### src/urlc_pkg.sv
// Package: codes, reset values and shared types of the ultrasonic range light controller.
package urlc_pkg;

  localparam int REQ_W   = 2;
  localparam int CAPIN_W = 16;
  localparam int RANGE_W = 15;
  localparam int THR_W   = 15;
  localparam int WORD_W  = 16;
  localparam int MODE_W  = 2;
  localparam int LVL_W   = 8;
  localparam int SCALE_W = 16;
  localparam int IDX_W   = 2;

  localparam logic [REQ_W-1:0] REQ_RISE   = 2'd0;
  localparam logic [REQ_W-1:0] REQ_FALL   = 2'd1;
  localparam logic [REQ_W-1:0] REQ_TICK   = 2'd2;
  localparam logic [REQ_W-1:0] REQ_PERIOD = 2'd3;

  localparam logic [MODE_W-1:0] MODE_OFF  = 2'd0;
  localparam logic [MODE_W-1:0] MODE_LOW  = 2'd1;
  localparam logic [MODE_W-1:0] MODE_HIGH = 2'd2;
  localparam logic [MODE_W-1:0] MODE_WARN = 2'd3;

  localparam logic [IDX_W-1:0] REG_NEAR  = 2'd0;
  localparam logic [IDX_W-1:0] REG_FAR   = 2'd1;
  localparam logic [IDX_W-1:0] REG_FLASH = 2'd2;
  localparam logic [IDX_W-1:0] REG_SCALE = 2'd3;

  localparam logic [THR_W-1:0]   NEAR_RST  = 15'd80;
  localparam logic [THR_W-1:0]   FAR_RST   = 15'd800;
  localparam logic [WORD_W-1:0]  FLASH_RST = 16'd200;
  localparam logic [SCALE_W-1:0] SCALE_RST = 16'd17826;

  localparam logic [LVL_W-1:0]   LVL_OFF  = 8'd0;
  localparam logic [LVL_W-1:0]   LVL_DIM  = 8'd50;
  localparam logic [LVL_W-1:0]   LVL_FULL = 8'd255;
  localparam logic [RANGE_W-1:0] RANGE_MAX = 15'd32767;

  typedef struct packed {
    logic [REQ_W-1:0]   req_type;
    logic [CAPIN_W-1:0] capture_time;
  } item_t;

  typedef struct packed {
    logic [THR_W-1:0]   near_threshold;
    logic [THR_W-1:0]   far_threshold;
    logic [WORD_W-1:0]  flash_interval_ms;
    logic [SCALE_W-1:0] distance_scale;
  } cfg_t;

  typedef struct packed {
    logic [RANGE_W-1:0] range_value;
    logic [MODE_W-1:0]  mode;
  } range_res_t;

endpackage

### src/urlc_ifs.sv
// Interfaces: request, result and configuration channels.
interface urlc_req_if;
  logic        valid;
  logic        ready;
  logic [1:0]  req_type;
  logic [15:0] capture_time;

  modport source (output valid, output req_type, output capture_time, input ready);
  modport sink (input valid, input req_type, input capture_time, output ready);
endinterface

interface urlc_res_if;
  logic        valid;
  logic        ready;
  logic [1:0]  light_mode;
  logic [7:0]  red;
  logic [7:0]  green;
  logic [7:0]  blue;
  logic [14:0] range_value;
  logic        range_new;
  logic        trigger_level;
  logic        capture_armed;

  modport source (output valid, output light_mode, output red, output green, output blue,
                  output range_value, output range_new, output trigger_level,
                  output capture_armed, input ready);
  modport sink (input valid, input light_mode, input red, input green, input blue,
                input range_value, input range_new, input trigger_level,
                input capture_armed, output ready);
endinterface

interface urlc_cfg_if;
  logic        valid;
  logic        ready;
  logic [1:0]  index;
  logic [15:0] data;

  modport source (output valid, output index, output data, input ready);
  modport sink (input valid, input index, input data, output ready);
endinterface

### src/urlc_in_stage.sv
// Input register: holds one request word until the core takes it.
module urlc_in_stage (
  input  logic            clk,
  input  logic            rst,
  urlc_req_if.sink        req,
  input  logic            take,
  output logic            item_valid,
  output urlc_pkg::item_t item
);
  import urlc_pkg::*;

  assign req.ready = !item_valid || take;

  always_ff @(posedge clk) begin
    if (rst) begin
      item_valid <= 1'b0;
    end else if (req.ready) begin
      item_valid <= req.valid;
    end
    if (req.valid && req.ready) begin
      item.req_type     <= req.req_type;
      item.capture_time <= req.capture_time;
    end
  end
endmodule

### src/urlc_range.sv
// Range unit: echo width, scaling to 1/16 cm, saturation and mode choice.
module urlc_range #(
  parameter int CAPTURE_WIDTH = 16
) (
  input  logic [CAPTURE_WIDTH-1:0] rise,
  input  logic [CAPTURE_WIDTH-1:0] fall,
  input  urlc_pkg::cfg_t           cfg,
  output urlc_pkg::range_res_t     res
);
  import urlc_pkg::*;

  localparam int PW   = CAPTURE_WIDTH + 1;
  localparam int PROD = PW + SCALE_W;
  localparam int RW   = (PW > RANGE_W) ? PW : RANGE_W;

  logic [PW-1:0]      width;
  logic [PROD-1:0]    prod;
  logic [RW-1:0]      scaled;
  logic [RANGE_W-1:0] r;

  always_comb begin
    if (fall > rise) begin
      width = PW'(fall) - PW'(rise);
    end else begin
      width = PW'({CAPTURE_WIDTH{1'b1}}) - PW'(rise) + PW'(fall);
    end
    prod   = PROD'(width) * PROD'(cfg.distance_scale);
    scaled = RW'(prod[PROD-1:SCALE_W]);
    if (scaled > RW'(RANGE_MAX)) begin
      r = RANGE_MAX;
    end else begin
      r = scaled[RANGE_W-1:0];
    end
    res.range_value = r;
    if (r >= cfg.near_threshold && r <= cfg.far_threshold) begin
      res.mode = MODE_LOW;
    end else if (r > cfg.far_threshold) begin
      res.mode = MODE_HIGH;
    end else begin
      res.mode = MODE_WARN;
    end
  end
endmodule

### src/urlc_core.sv
// Core: state update for one request word and the result register.
module urlc_core #(
  parameter int CAPTURE_WIDTH = 16,
  parameter int MS_WIDTH      = 16
) (
  input  logic            clk,
  input  logic            rst,
  input  logic            item_valid,
  input  urlc_pkg::item_t item,
  input  urlc_pkg::cfg_t  cfg,
  output logic            take,
  urlc_res_if.source      res
);
  import urlc_pkg::*;

  localparam int CIN_W = (CAPTURE_WIDTH < CAPIN_W) ? CAPTURE_WIDTH : CAPIN_W;
  localparam int CMP_W = (MS_WIDTH > WORD_W) ? MS_WIDTH : WORD_W;

  logic                     trigger_phase, trigger_phase_next;
  logic [MS_WIDTH-1:0]      trigger_start_ms, trigger_start_ms_next;
  logic [MS_WIDTH-1:0]      ms_count, ms_count_next;
  logic                     armed_flag, armed_flag_next;
  logic [CAPTURE_WIDTH-1:0] rise_time, rise_time_next;
  logic [RANGE_W-1:0]       range_reg, range_reg_next;
  logic [MODE_W-1:0]        mode_reg, mode_reg_next;
  logic [MS_WIDTH-1:0]      last_flash_ms, last_flash_ms_next;
  logic                     flash_phase, flash_phase_next;
  logic [LVL_W-1:0]         red_lvl, red_lvl_next;
  logic [LVL_W-1:0]         grn_lvl, grn_lvl_next;
  logic [LVL_W-1:0]         blu_lvl, blu_lvl_next;
  logic                     fresh;
  logic [CAPTURE_WIDTH-1:0] cap;
  logic [MS_WIDTH-1:0]      trig_age;
  logic [MS_WIDTH-1:0]      flash_age;
  range_res_t               meas;

  assign cap  = CAPTURE_WIDTH'(item.capture_time[CIN_W-1:0]);
  assign take = item_valid && (!res.valid || res.ready);

  urlc_range #(.CAPTURE_WIDTH(CAPTURE_WIDTH)) u_range (
    .rise(rise_time),
    .fall(cap),
    .cfg (cfg),
    .res (meas)
  );

  always_comb begin
    trigger_phase_next    = trigger_phase;
    trigger_start_ms_next = trigger_start_ms;
    ms_count_next         = ms_count;
    armed_flag_next       = armed_flag;
    rise_time_next        = rise_time;
    range_reg_next        = range_reg;
    mode_reg_next         = mode_reg;
    last_flash_ms_next    = last_flash_ms;
    flash_phase_next      = flash_phase;
    red_lvl_next          = red_lvl;
    grn_lvl_next          = grn_lvl;
    blu_lvl_next          = blu_lvl;
    fresh                 = 1'b0;
    trig_age              = ms_count - trigger_start_ms;

    case (item.req_type)
      REQ_RISE: begin
        if (armed_flag) begin
          rise_time_next = cap;
        end
      end
      REQ_FALL: begin
        if (armed_flag) begin
          fresh           = 1'b1;
          armed_flag_next = 1'b0;
          range_reg_next  = meas.range_value;
          if (meas.mode != mode_reg) begin
            mode_reg_next = meas.mode;
            case (meas.mode)
              MODE_LOW: begin
                red_lvl_next = LVL_DIM;
                grn_lvl_next = LVL_DIM;
                blu_lvl_next = LVL_DIM;
              end
              MODE_HIGH: begin
                red_lvl_next = LVL_FULL;
                grn_lvl_next = LVL_FULL;
                blu_lvl_next = LVL_FULL;
              end
              default: begin
                red_lvl_next = LVL_OFF;
                grn_lvl_next = LVL_OFF;
                blu_lvl_next = LVL_OFF;
              end
            endcase
          end
        end
      end
      REQ_TICK: begin
        ms_count_next = ms_count + MS_WIDTH'(1);
      end
      default: begin
        if (!trigger_phase) begin
          trigger_phase_next    = 1'b1;
          trigger_start_ms_next = ms_count;
        end else if (trig_age != '0) begin
          trigger_phase_next = 1'b0;
          rise_time_next     = '0;
          armed_flag_next    = 1'b1;
        end
      end
    endcase

    flash_age = ms_count_next - last_flash_ms;
    if (mode_reg_next == MODE_WARN &&
        CMP_W'(flash_age) > CMP_W'(cfg.flash_interval_ms)) begin
      red_lvl_next       = flash_phase ? LVL_FULL : LVL_OFF;
      grn_lvl_next       = LVL_OFF;
      blu_lvl_next       = LVL_OFF;
      flash_phase_next   = !flash_phase;
      last_flash_ms_next = ms_count_next;
    end
  end

  always_ff @(posedge clk) begin
    if (rst) begin
      trigger_phase    <= 1'b0;
      trigger_start_ms <= '0;
      ms_count         <= '0;
      armed_flag       <= 1'b0;
      rise_time        <= '0;
      range_reg        <= '0;
      mode_reg         <= MODE_OFF;
      last_flash_ms    <= '0;
      flash_phase      <= 1'b0;
      red_lvl          <= LVL_OFF;
      grn_lvl          <= LVL_OFF;
      blu_lvl          <= LVL_OFF;
      res.valid        <= 1'b0;
    end else begin
      if (take) begin
        trigger_phase    <= trigger_phase_next;
        trigger_start_ms <= trigger_start_ms_next;
        ms_count         <= ms_count_next;
        armed_flag       <= armed_flag_next;
        rise_time        <= rise_time_next;
        range_reg        <= range_reg_next;
        mode_reg         <= mode_reg_next;
        last_flash_ms    <= last_flash_ms_next;
        flash_phase      <= flash_phase_next;
        red_lvl          <= red_lvl_next;
        grn_lvl          <= grn_lvl_next;
        blu_lvl          <= blu_lvl_next;
        res.valid        <= 1'b1;
      end else if (res.ready) begin
        res.valid <= 1'b0;
      end
    end
    if (take) begin
      res.light_mode    <= mode_reg_next;
      res.red           <= red_lvl_next;
      res.green         <= grn_lvl_next;
      res.blue          <= blu_lvl_next;
      res.range_value   <= range_reg_next;
      res.range_new     <= fresh;
      res.trigger_level <= trigger_phase_next;
      res.capture_armed <= armed_flag_next;
    end
  end
endmodule

### src/ultrasonic_range_light_controller.sv
// Ultrasonic range light controller: top level with configuration registers.
//
// Takes one request word per clock while the result side accepts, and returns exactly one
// result word for it. An accepted word waits in the input register until the core takes
// it, which a stalled result register can delay; its result word is then loaded into the
// result register. The whole update, including the echo width times distance_scale
// multiply, its saturation and the threshold compares, fits in the single pass between
// those two registers, so throughput is one word per cycle whenever the result side keeps
// taking words.
// The configuration port is always ready; write registers only while the block is
// idle. There is no clearing pass after reset.
module ultrasonic_range_light_controller #(
  parameter int CAPTURE_WIDTH = 16,
  parameter int MS_WIDTH      = 16
) (
  input  logic       clk,
  input  logic       rst,
  urlc_req_if.sink   req,
  urlc_res_if.source res,
  urlc_cfg_if.sink   cfg
);
  import urlc_pkg::*;

  cfg_t  cfg_regs;
  logic  item_valid;
  item_t item;
  logic  take;

  assign cfg.ready = 1'b1;

  always_ff @(posedge clk) begin
    if (rst) begin
      cfg_regs.near_threshold    <= NEAR_RST;
      cfg_regs.far_threshold     <= FAR_RST;
      cfg_regs.flash_interval_ms <= FLASH_RST;
      cfg_regs.distance_scale    <= SCALE_RST;
    end else if (cfg.valid && cfg.ready) begin
      unique case (cfg.index)
        REG_NEAR:  cfg_regs.near_threshold    <= cfg.data[THR_W-1:0];
        REG_FAR:   cfg_regs.far_threshold     <= cfg.data[THR_W-1:0];
        REG_FLASH: cfg_regs.flash_interval_ms <= cfg.data;
        REG_SCALE: cfg_regs.distance_scale    <= cfg.data;
        default: begin
        end
      endcase
    end
  end

  urlc_in_stage u_in (
    .clk       (clk),
    .rst       (rst),
    .req       (req),
    .take      (take),
    .item_valid(item_valid),
    .item      (item)
  );

  urlc_core #(
    .CAPTURE_WIDTH(CAPTURE_WIDTH),
    .MS_WIDTH     (MS_WIDTH)
  ) u_core (
    .clk       (clk),
    .rst       (rst),
    .item_valid(item_valid),
    .item      (item),
    .cfg       (cfg_regs),
    .take      (take),
    .res       (res)
  );

`ifndef ASSERT_OFF
  a_new_disarms: assert property (@(posedge clk) disable iff (rst)
    res.valid && res.range_new |-> !res.capture_armed)
    else $error("measurement result still shows capture armed");

  a_low_beam_color: assert property (@(posedge clk) disable iff (rst)
    res.valid && res.light_mode == MODE_LOW |->
      res.red == LVL_DIM && res.green == LVL_DIM && res.blue == LVL_DIM)
    else $error("low beam with wrong lamp color");

  a_stall_source: assert property (@(posedge clk) disable iff (rst)
    !req.ready |-> res.valid && !res.ready)
    else $error("request side stalled without result backpressure");
`endif
endmodule

### src/flat_wrapper.sv
// flat-port wrapper written by rule: the top's interface ports become plain ports
module ultrasonic_range_light_controller_flat import urlc_pkg::*;
#(
  parameter int CAPTURE_WIDTH = 16,
  parameter int MS_WIDTH      = 16
)
  (clk, rst, req_valid, req_req_type, req_capture_time, req_ready, res_valid, res_light_mode, res_red, res_green, res_blue, res_range_value, res_range_new, res_trigger_level, res_capture_armed, res_ready, cfg_valid, cfg_index, cfg_data, cfg_ready);
  urlc_req_if req_i ();
  urlc_res_if res_i ();
  urlc_cfg_if cfg_i ();
  input  logic clk;
  input  logic rst;
  input wire logic [$bits(req_i.valid)-1:0] req_valid;
  input wire logic [$bits(req_i.req_type)-1:0] req_req_type;
  input wire logic [$bits(req_i.capture_time)-1:0] req_capture_time;
  output wire logic [$bits(req_i.ready)-1:0] req_ready;
  output wire logic [$bits(res_i.valid)-1:0] res_valid;
  output wire logic [$bits(res_i.light_mode)-1:0] res_light_mode;
  output wire logic [$bits(res_i.red)-1:0] res_red;
  output wire logic [$bits(res_i.green)-1:0] res_green;
  output wire logic [$bits(res_i.blue)-1:0] res_blue;
  output wire logic [$bits(res_i.range_value)-1:0] res_range_value;
  output wire logic [$bits(res_i.range_new)-1:0] res_range_new;
  output wire logic [$bits(res_i.trigger_level)-1:0] res_trigger_level;
  output wire logic [$bits(res_i.capture_armed)-1:0] res_capture_armed;
  input wire logic [$bits(res_i.ready)-1:0] res_ready;
  input wire logic [$bits(cfg_i.valid)-1:0] cfg_valid;
  input wire logic [$bits(cfg_i.index)-1:0] cfg_index;
  input wire logic [$bits(cfg_i.data)-1:0] cfg_data;
  output wire logic [$bits(cfg_i.ready)-1:0] cfg_ready;
  assign req_i.valid = req_valid;
  assign req_i.req_type = req_req_type;
  assign req_i.capture_time = req_capture_time;
  assign req_ready = req_i.ready;
  assign res_valid = res_i.valid;
  assign res_light_mode = res_i.light_mode;
  assign res_red = res_i.red;
  assign res_green = res_i.green;
  assign res_blue = res_i.blue;
  assign res_range_value = res_i.range_value;
  assign res_range_new = res_i.range_new;
  assign res_trigger_level = res_i.trigger_level;
  assign res_capture_armed = res_i.capture_armed;
  assign res_i.ready = res_ready;
  assign cfg_i.valid = cfg_valid;
  assign cfg_i.index = cfg_index;
  assign cfg_i.data = cfg_data;
  assign cfg_ready = cfg_i.ready;
  ultrasonic_range_light_controller #(.CAPTURE_WIDTH(CAPTURE_WIDTH), .MS_WIDTH(MS_WIDTH)) u_core (.clk(clk), .rst(rst), .req(req_i), .res(res_i), .cfg(cfg_i));
endmodule
### config.mk
export PLATFORM = sky130hd
export DESIGN_NAME = ultrasonic_range_light_controller_flat
export DESIGN_NICKNAME = d
export VERILOG_FILES = /design/src/urlc_pkg.sv /design/src/urlc_ifs.sv /design/src/urlc_in_stage.sv /design/src/urlc_range.sv /design/src/urlc_core.sv /design/src/ultrasonic_range_light_controller.sv /design/src/flat_wrapper.sv
export SDC_FILE = /design/constraint.sdc
export NUM_CORES = 1
export LEC_CHECK = 0
export ABC_AREA = 1
export BUFFER_PORTS_ARGS = -buffer_cell sky130_fd_sc_hd__buf_2
export CORE_ASPECT_RATIO = 1.4
export CORE_MARGIN = 4
export CORE_UTILIZATION = 42
export CTS_CLUSTER_SIZE = 25
export DETAILED_ROUTE_END_ITERATION = 7
export GPL_TIMING_DRIVEN = 0
export PLACE_DENSITY = 0.57
export SLEW_MARGIN = 25
export SYNTH_ARGS = -nofsm -noshare
export SYNTH_HDL_FRONTEND = slang
export SYNTH_HIERARCHICAL = 1
export SYNTH_SLANG_ARGS = --single-unit
### constraint.sdc
create_clock -name clk -period 11.8 [get_ports clk]
set_clock_uncertainty 0.05 [all_clocks]
set_input_delay 2.36 -clock clk [delete_from_list [all_inputs] [get_ports clk]]
set_output_delay 2.36 -clock clk [all_outputs]
set_load 0.005 [all_outputs]
# Word-level counts from Yosys, hierarchy flattened
# Index checks and enable logic that the tools add are counted.
[word_totals]
ff_bits = 234
in_bits = 41
output_inout_bits = 47
wordCells = 116
[op_classes]
n_addsub = 6
mul = 1
n_lt_le_gt_ge = 6
n_eq_ne = 10
mux = 37
bitwise_logic = 3
reduce_logical = 25
[ops]
columns = ["cell", "n"]
rows = [
  ["8-bit 2-to-1 mux", 13],
  ["16-bit 2-to-1 mux", 4],
  ["15-bit 2-to-1 mux", 3],
  ["17-bit by 16-bit multiplier with 33-bit output", 1],
  ["16-bit > comparator", 2],
  ["16-bit case mux with 2 select lines", 1],
  ["16-bit subtractor", 2],
  ["17-bit by 16-bit adder with 17-bit output", 1],
  ["17-bit by 15-bit > comparator with 1-bit output, second input constant", 1],
  ["17-bit 2-to-1 mux", 1],
  ["16-bit by 16-bit subtractor with 17-bit output", 1],
  ["16-bit by 16-bit subtractor with 17-bit output, first input constant", 1],
  ["16-bit by 1-bit adder with 16-bit output, second input constant", 1],
  ["8-bit case mux with 2 select lines", 1],
  ["16-bit nonzero test", 1],
  ["15-bit greater-or-equal comparator", 1],
  ["15-bit > comparator", 1],
  ["15-bit less-or-equal comparator", 1],
  ["2-bit == test, second input constant", 5],
  ["2-bit AND reduction", 5],
  ["1-bit 2-to-1 mux", 9],
  ["2-bit 2-to-1 mux", 4],
  ["2-bit by 1-bit == test with 1-bit output, second input constant", 3],
  ["2-bit nonzero test", 3],
  ["12 further kinds", 22],
]

# Depth between registers and ports, before layout
[depth]
depth_word = 16
mapped_depth = 65
mapped_depth_nobuf = 63

# By module
# Netlist, hierarchy kept.
[modules_own_cells]
columns = ["mod", "instances", "cells_each", "area_per_inst_um2", "seq_area_each_um2"]
rows = [
  ["urlc_range", 1, 1520, 11187.0, 0.0],
  ["urlc_core", 1, 1117, 8593.2, 3503.4],
  ["ultrasonic_range_light_controller", 1, 378, 2537.4, 1241.2],
  ["urlc_in_stage", 1, 24, 588.1, 560.5],
]

# Worst setup path before layout
# OpenSTA, ideal clock, no wires.
[synth_path]
kind = "register -> register"
startpoint = "reg u_core/u_in/item[8] (netlist name)"
endpoint = "reg u_core.u_core.res.red[1], data pin"
setup_time_ps = 268
t_arrival_ps = 9625
required_ps = 11482
setup_slack_ps = 1857
stages_incl_launch_ff = 57
n_path_buf = 3
synth_period_minus_slack_ps = 9943
path_cell_list = "edfxtp_1 ha_1 nand2_1 inv_1 a21oi_1 nand3_2 nand2_1 nand2_2 nand2_4 inv_1 o21ai_2 nand2_2 nand2_4 a21oi_4 o21ai_2 xor2_2 inv_2 buf_6 (+21 left out) nand3_2 ha_1 a21o_1 o21a_1 o21a_1 o21a_1 o21ai_0 nand2_1 a21oi_1 nor3_1 o21ai_0 inv_1 or2_2 a41oi_2 clkbuf_1 o21ai_0 nand2_1 nand2_1"
[synth_lines]
columns = ["element", "line", "rtl"]
rows = [
  ["end signal: assignment", "urlc_core.sv:158", "res.red <= red_lvl_next;"],
  ["end: declaration", "urlc_ifs.sv:24", "modport source (output valid, output light_mode, output red, output green, output blue,"],
]

==> out/metrics.yaml <==
status: "finished clean"
gp_congestion: 0.932
core_area_um2: 54100
min_period_ns: 11.28
synth_area_leader_cell: "fa_1"
cp_top_family: "adder cells"
start_kind: "flop"
synth_ff_type: "dfxtp_1"
route.antenna.remaining_nets: 0
groute.usage.overall_pct: 22.8
post-route-period-util_pct: 95.6
cts-root-buf: "clkbuf_16"
worstPathArrival_ns: 11.66
synth_cells: 3039
fp.dieH_um: 284
syn2layout_area_growth_pct: 11.5
yosys_warnings: 6
num_vias: 19900
drtIter0Drc: 986
finalWirelength_um: 66800
place_hpwl_um: 54200
crit_type: "reg -> reg"
largest-register: "u_core/cfg_regs"
synth_cell_type_count: 60
antenna_found_initial: 4
synth_top_area_share_pct: 18.4
io_pins: 88
post-route-drc-count: 0
avgRoutedWirePerCell_um: 17.1
worst_path_max_delay_cell: "fa_1"
slowest_delay_ns: 0.54
h-tree-depth: 1
synth_seq_area_share_pct: 23.2
fillerInstances: 5550
hold_path.class: "reg -> reg"
largest_register_ffs: 62
setup_viol: 0
layout.nets: 3622
synth-async-reset-ratio_pct: 0
tritoncts: "built"
syn_avg_cell_area_um2: 7.54
cp_num_buf_inv: 11
worstPathMaxFanout: 10
worst_slack_ns: 0.518
grt_first_pass_wirelength_um: 107000
die_x_um: 205
pre_cts_slack_ns: -0.453
maxSlewHeadroom_pct: 39.0
grt_max_degree: 52
first_pass_iters: 6
ys_seq_elements: 234
grt_pass1_vias: 20600
clk-insertion-delay-late_ns: 0.54
grt_remaining_overflow: 0
cts.sinks: 234
drive_gt1_share_pct: 11.1
clock_path_buffers: 3
end_kind: "flop"
std_cell_rows: 101
clk_pin_slew_worst_paths_ns: 0.07
synth_area_leaders: "fa_1 18%, dfxtp_1 15%, ha_1 11%, inv_1 10%, nand2_1 10%"
maxCapViolCount: 0
port_buffers: 84
design.die.area_um2: 58400
required_ns: 12.18
drv_slew: 0
numCtsBuffers: 22
initial_core_util_pct: 42.3
cp_common_cell: "inv_1"
synth_edf_count: 62
synth_nets: 3492
max_freq_ghz: 0.0886
worst_pin_slew_ns: 0.914
syn-cell-area_um2: 22900
vias_per_cell: 5.08
reg_top3: "u_core/cfg_regs: 62 flops, u_core/u_in/item: 18 flops"
hold_viol: 0
==> worst register-to-register path, delay by kind of cell, from the launching register on <==
family / cells / cell delay [ns]
fa+ha+maj: 9 / 4.07
compound gates: 20 / 3.72
simple gates: 13 / 1.38
buf+inv: 11 / 1.27
flops: 1 / 0.41
xor+xnor: 1 / 0.27
==> logic make-up after synthesis <==
logic type	Yosys count	synth area share, %
flip-flops	234	23.2
AO/OA/AOI/OAI	418	10.3
XOR/XNOR	60	2.36
buffers and inverters	751	12.9
adder cells (fa/ha/maj)	412	29.4
multiplexers	1	0.0437
other	1	0.0164
AND/OR/NAND/NOR	1162	21.8
==> path summary, 6_finish.rpt <==
kind	start	cells after the start	endpoint	slack (ns)
worst max-delay path	u_core/u_in/item[12]	54	u_core/u_core/red_lvl[0]	0.52
worst min-delay path	u_core/u_core/range_reg[14]	2	u_core/u_core/range_reg[14]	0.41
worst min register to register	u_core/u_core/range_reg[14]	2	u_core/u_core/range_reg[14]	0.41
worst max register to register	u_core/u_in/item[12]	54	u_core/u_core/red_lvl[0]	0.52
==> cell usage in the layout, fill, tap and decap left out, types with 5 or more instances in the layout <==
cell	n
inv_1	635
nand2_1	615
nor2_1	310
fa_1	208
ha_1	188
a21oi_1	178
dfxtp_1	172
o21ai_0	130
buf_2	94
nand3_1	93
edfxtp_1	62
clkbuf_1	50
xor2_1	41
nand2_2	40
nand3_2	31
buf_4	25
clkbuf_16	23
a21oi_2	19
a211oi_1	19
nor3_1	16
inv_2	15
o21ai_1	15
nand4_1	12
xnor2_1	12
nor2_2	10
nand3b_1	10
buf_6	9
o21a_1	9
clkbuf_8	8
buf_1	8
ha_2	8
nand2_4	7
clkbuf_2	6
a21o_1	6
a31oi_1	6
ha_4	6
clkinv_2	5
o21bai_1	5
xor2_4	5
==> routing by layer <==
layer | global-route usage [%] | share of wire (%) | vias up
met1 | 26.5 | 39 | 9594
met4 | 9.60 | 5.1 | 0
met3 | 2.07 | 3.9 | 153
li1 | - | - | 9624
met2 | 42.5 | 52 | 480
met5 | 0 | 0 | -
==> final cells by class <==
type	count	area [um^2]	area share, %
Buffer	92	517	2.02
Sequential cell	234	5310	20.8
Antenna cell	4	10.0	0.0392
Multi-Input combinational cell	2054	15000	58.7
Timing Repair Buffer	107	626	2.45
Tap cell	721	902	3.53
Inverter	658	2490	9.73
Clock inverter	10	72.6	0.284
Clock buffer	30	642	2.51
==> stage by stage <==
stage / TNS (ns) / std cells / instance area, um^2 / hold slack [ns] / util [%]
floorplan: 0 / 3039 / 22900 / 0.379 / -
global placement: -19.61 / 3844 / 24200 / 0.391 / 44.8
detailed placement: -21.52 / 3845 / 24300 / 0.397 / 44.9
CTS: 0 / 3887 / 25100 / 0.409 / 46.3
global route: -0.166 / 3908 / 25500 / 0.422 / 47.2
finish: 0 / 3910 / 25500 / 0.406 / 47.2
==> cell usage after synthesis, types with 39 or more instances <==
cell and number:
ha_1 202, xor2_1 46, fa_1 210, nand2_1 619, clkbuf_1 55, o21ai_0 133
a21oi_1 185, nand2_2 39, nand3_1 94, dfxtp_1 172, edfxtp_1 62, inv_1 636
nor2_1 310
==> timing repair <==
action                                  in CTS  in global routing
resized for setup                            6                 81
cloned                                       0                  0
setup buffers                                2                 20
endpoints found under the setup margin      65                 65
pin swaps                                    1                 14
hold buffers                                 0                  0
Power is not shown: default switching activity piles up to over one toggle a cycle in this logic, so the estimate is an artifact.
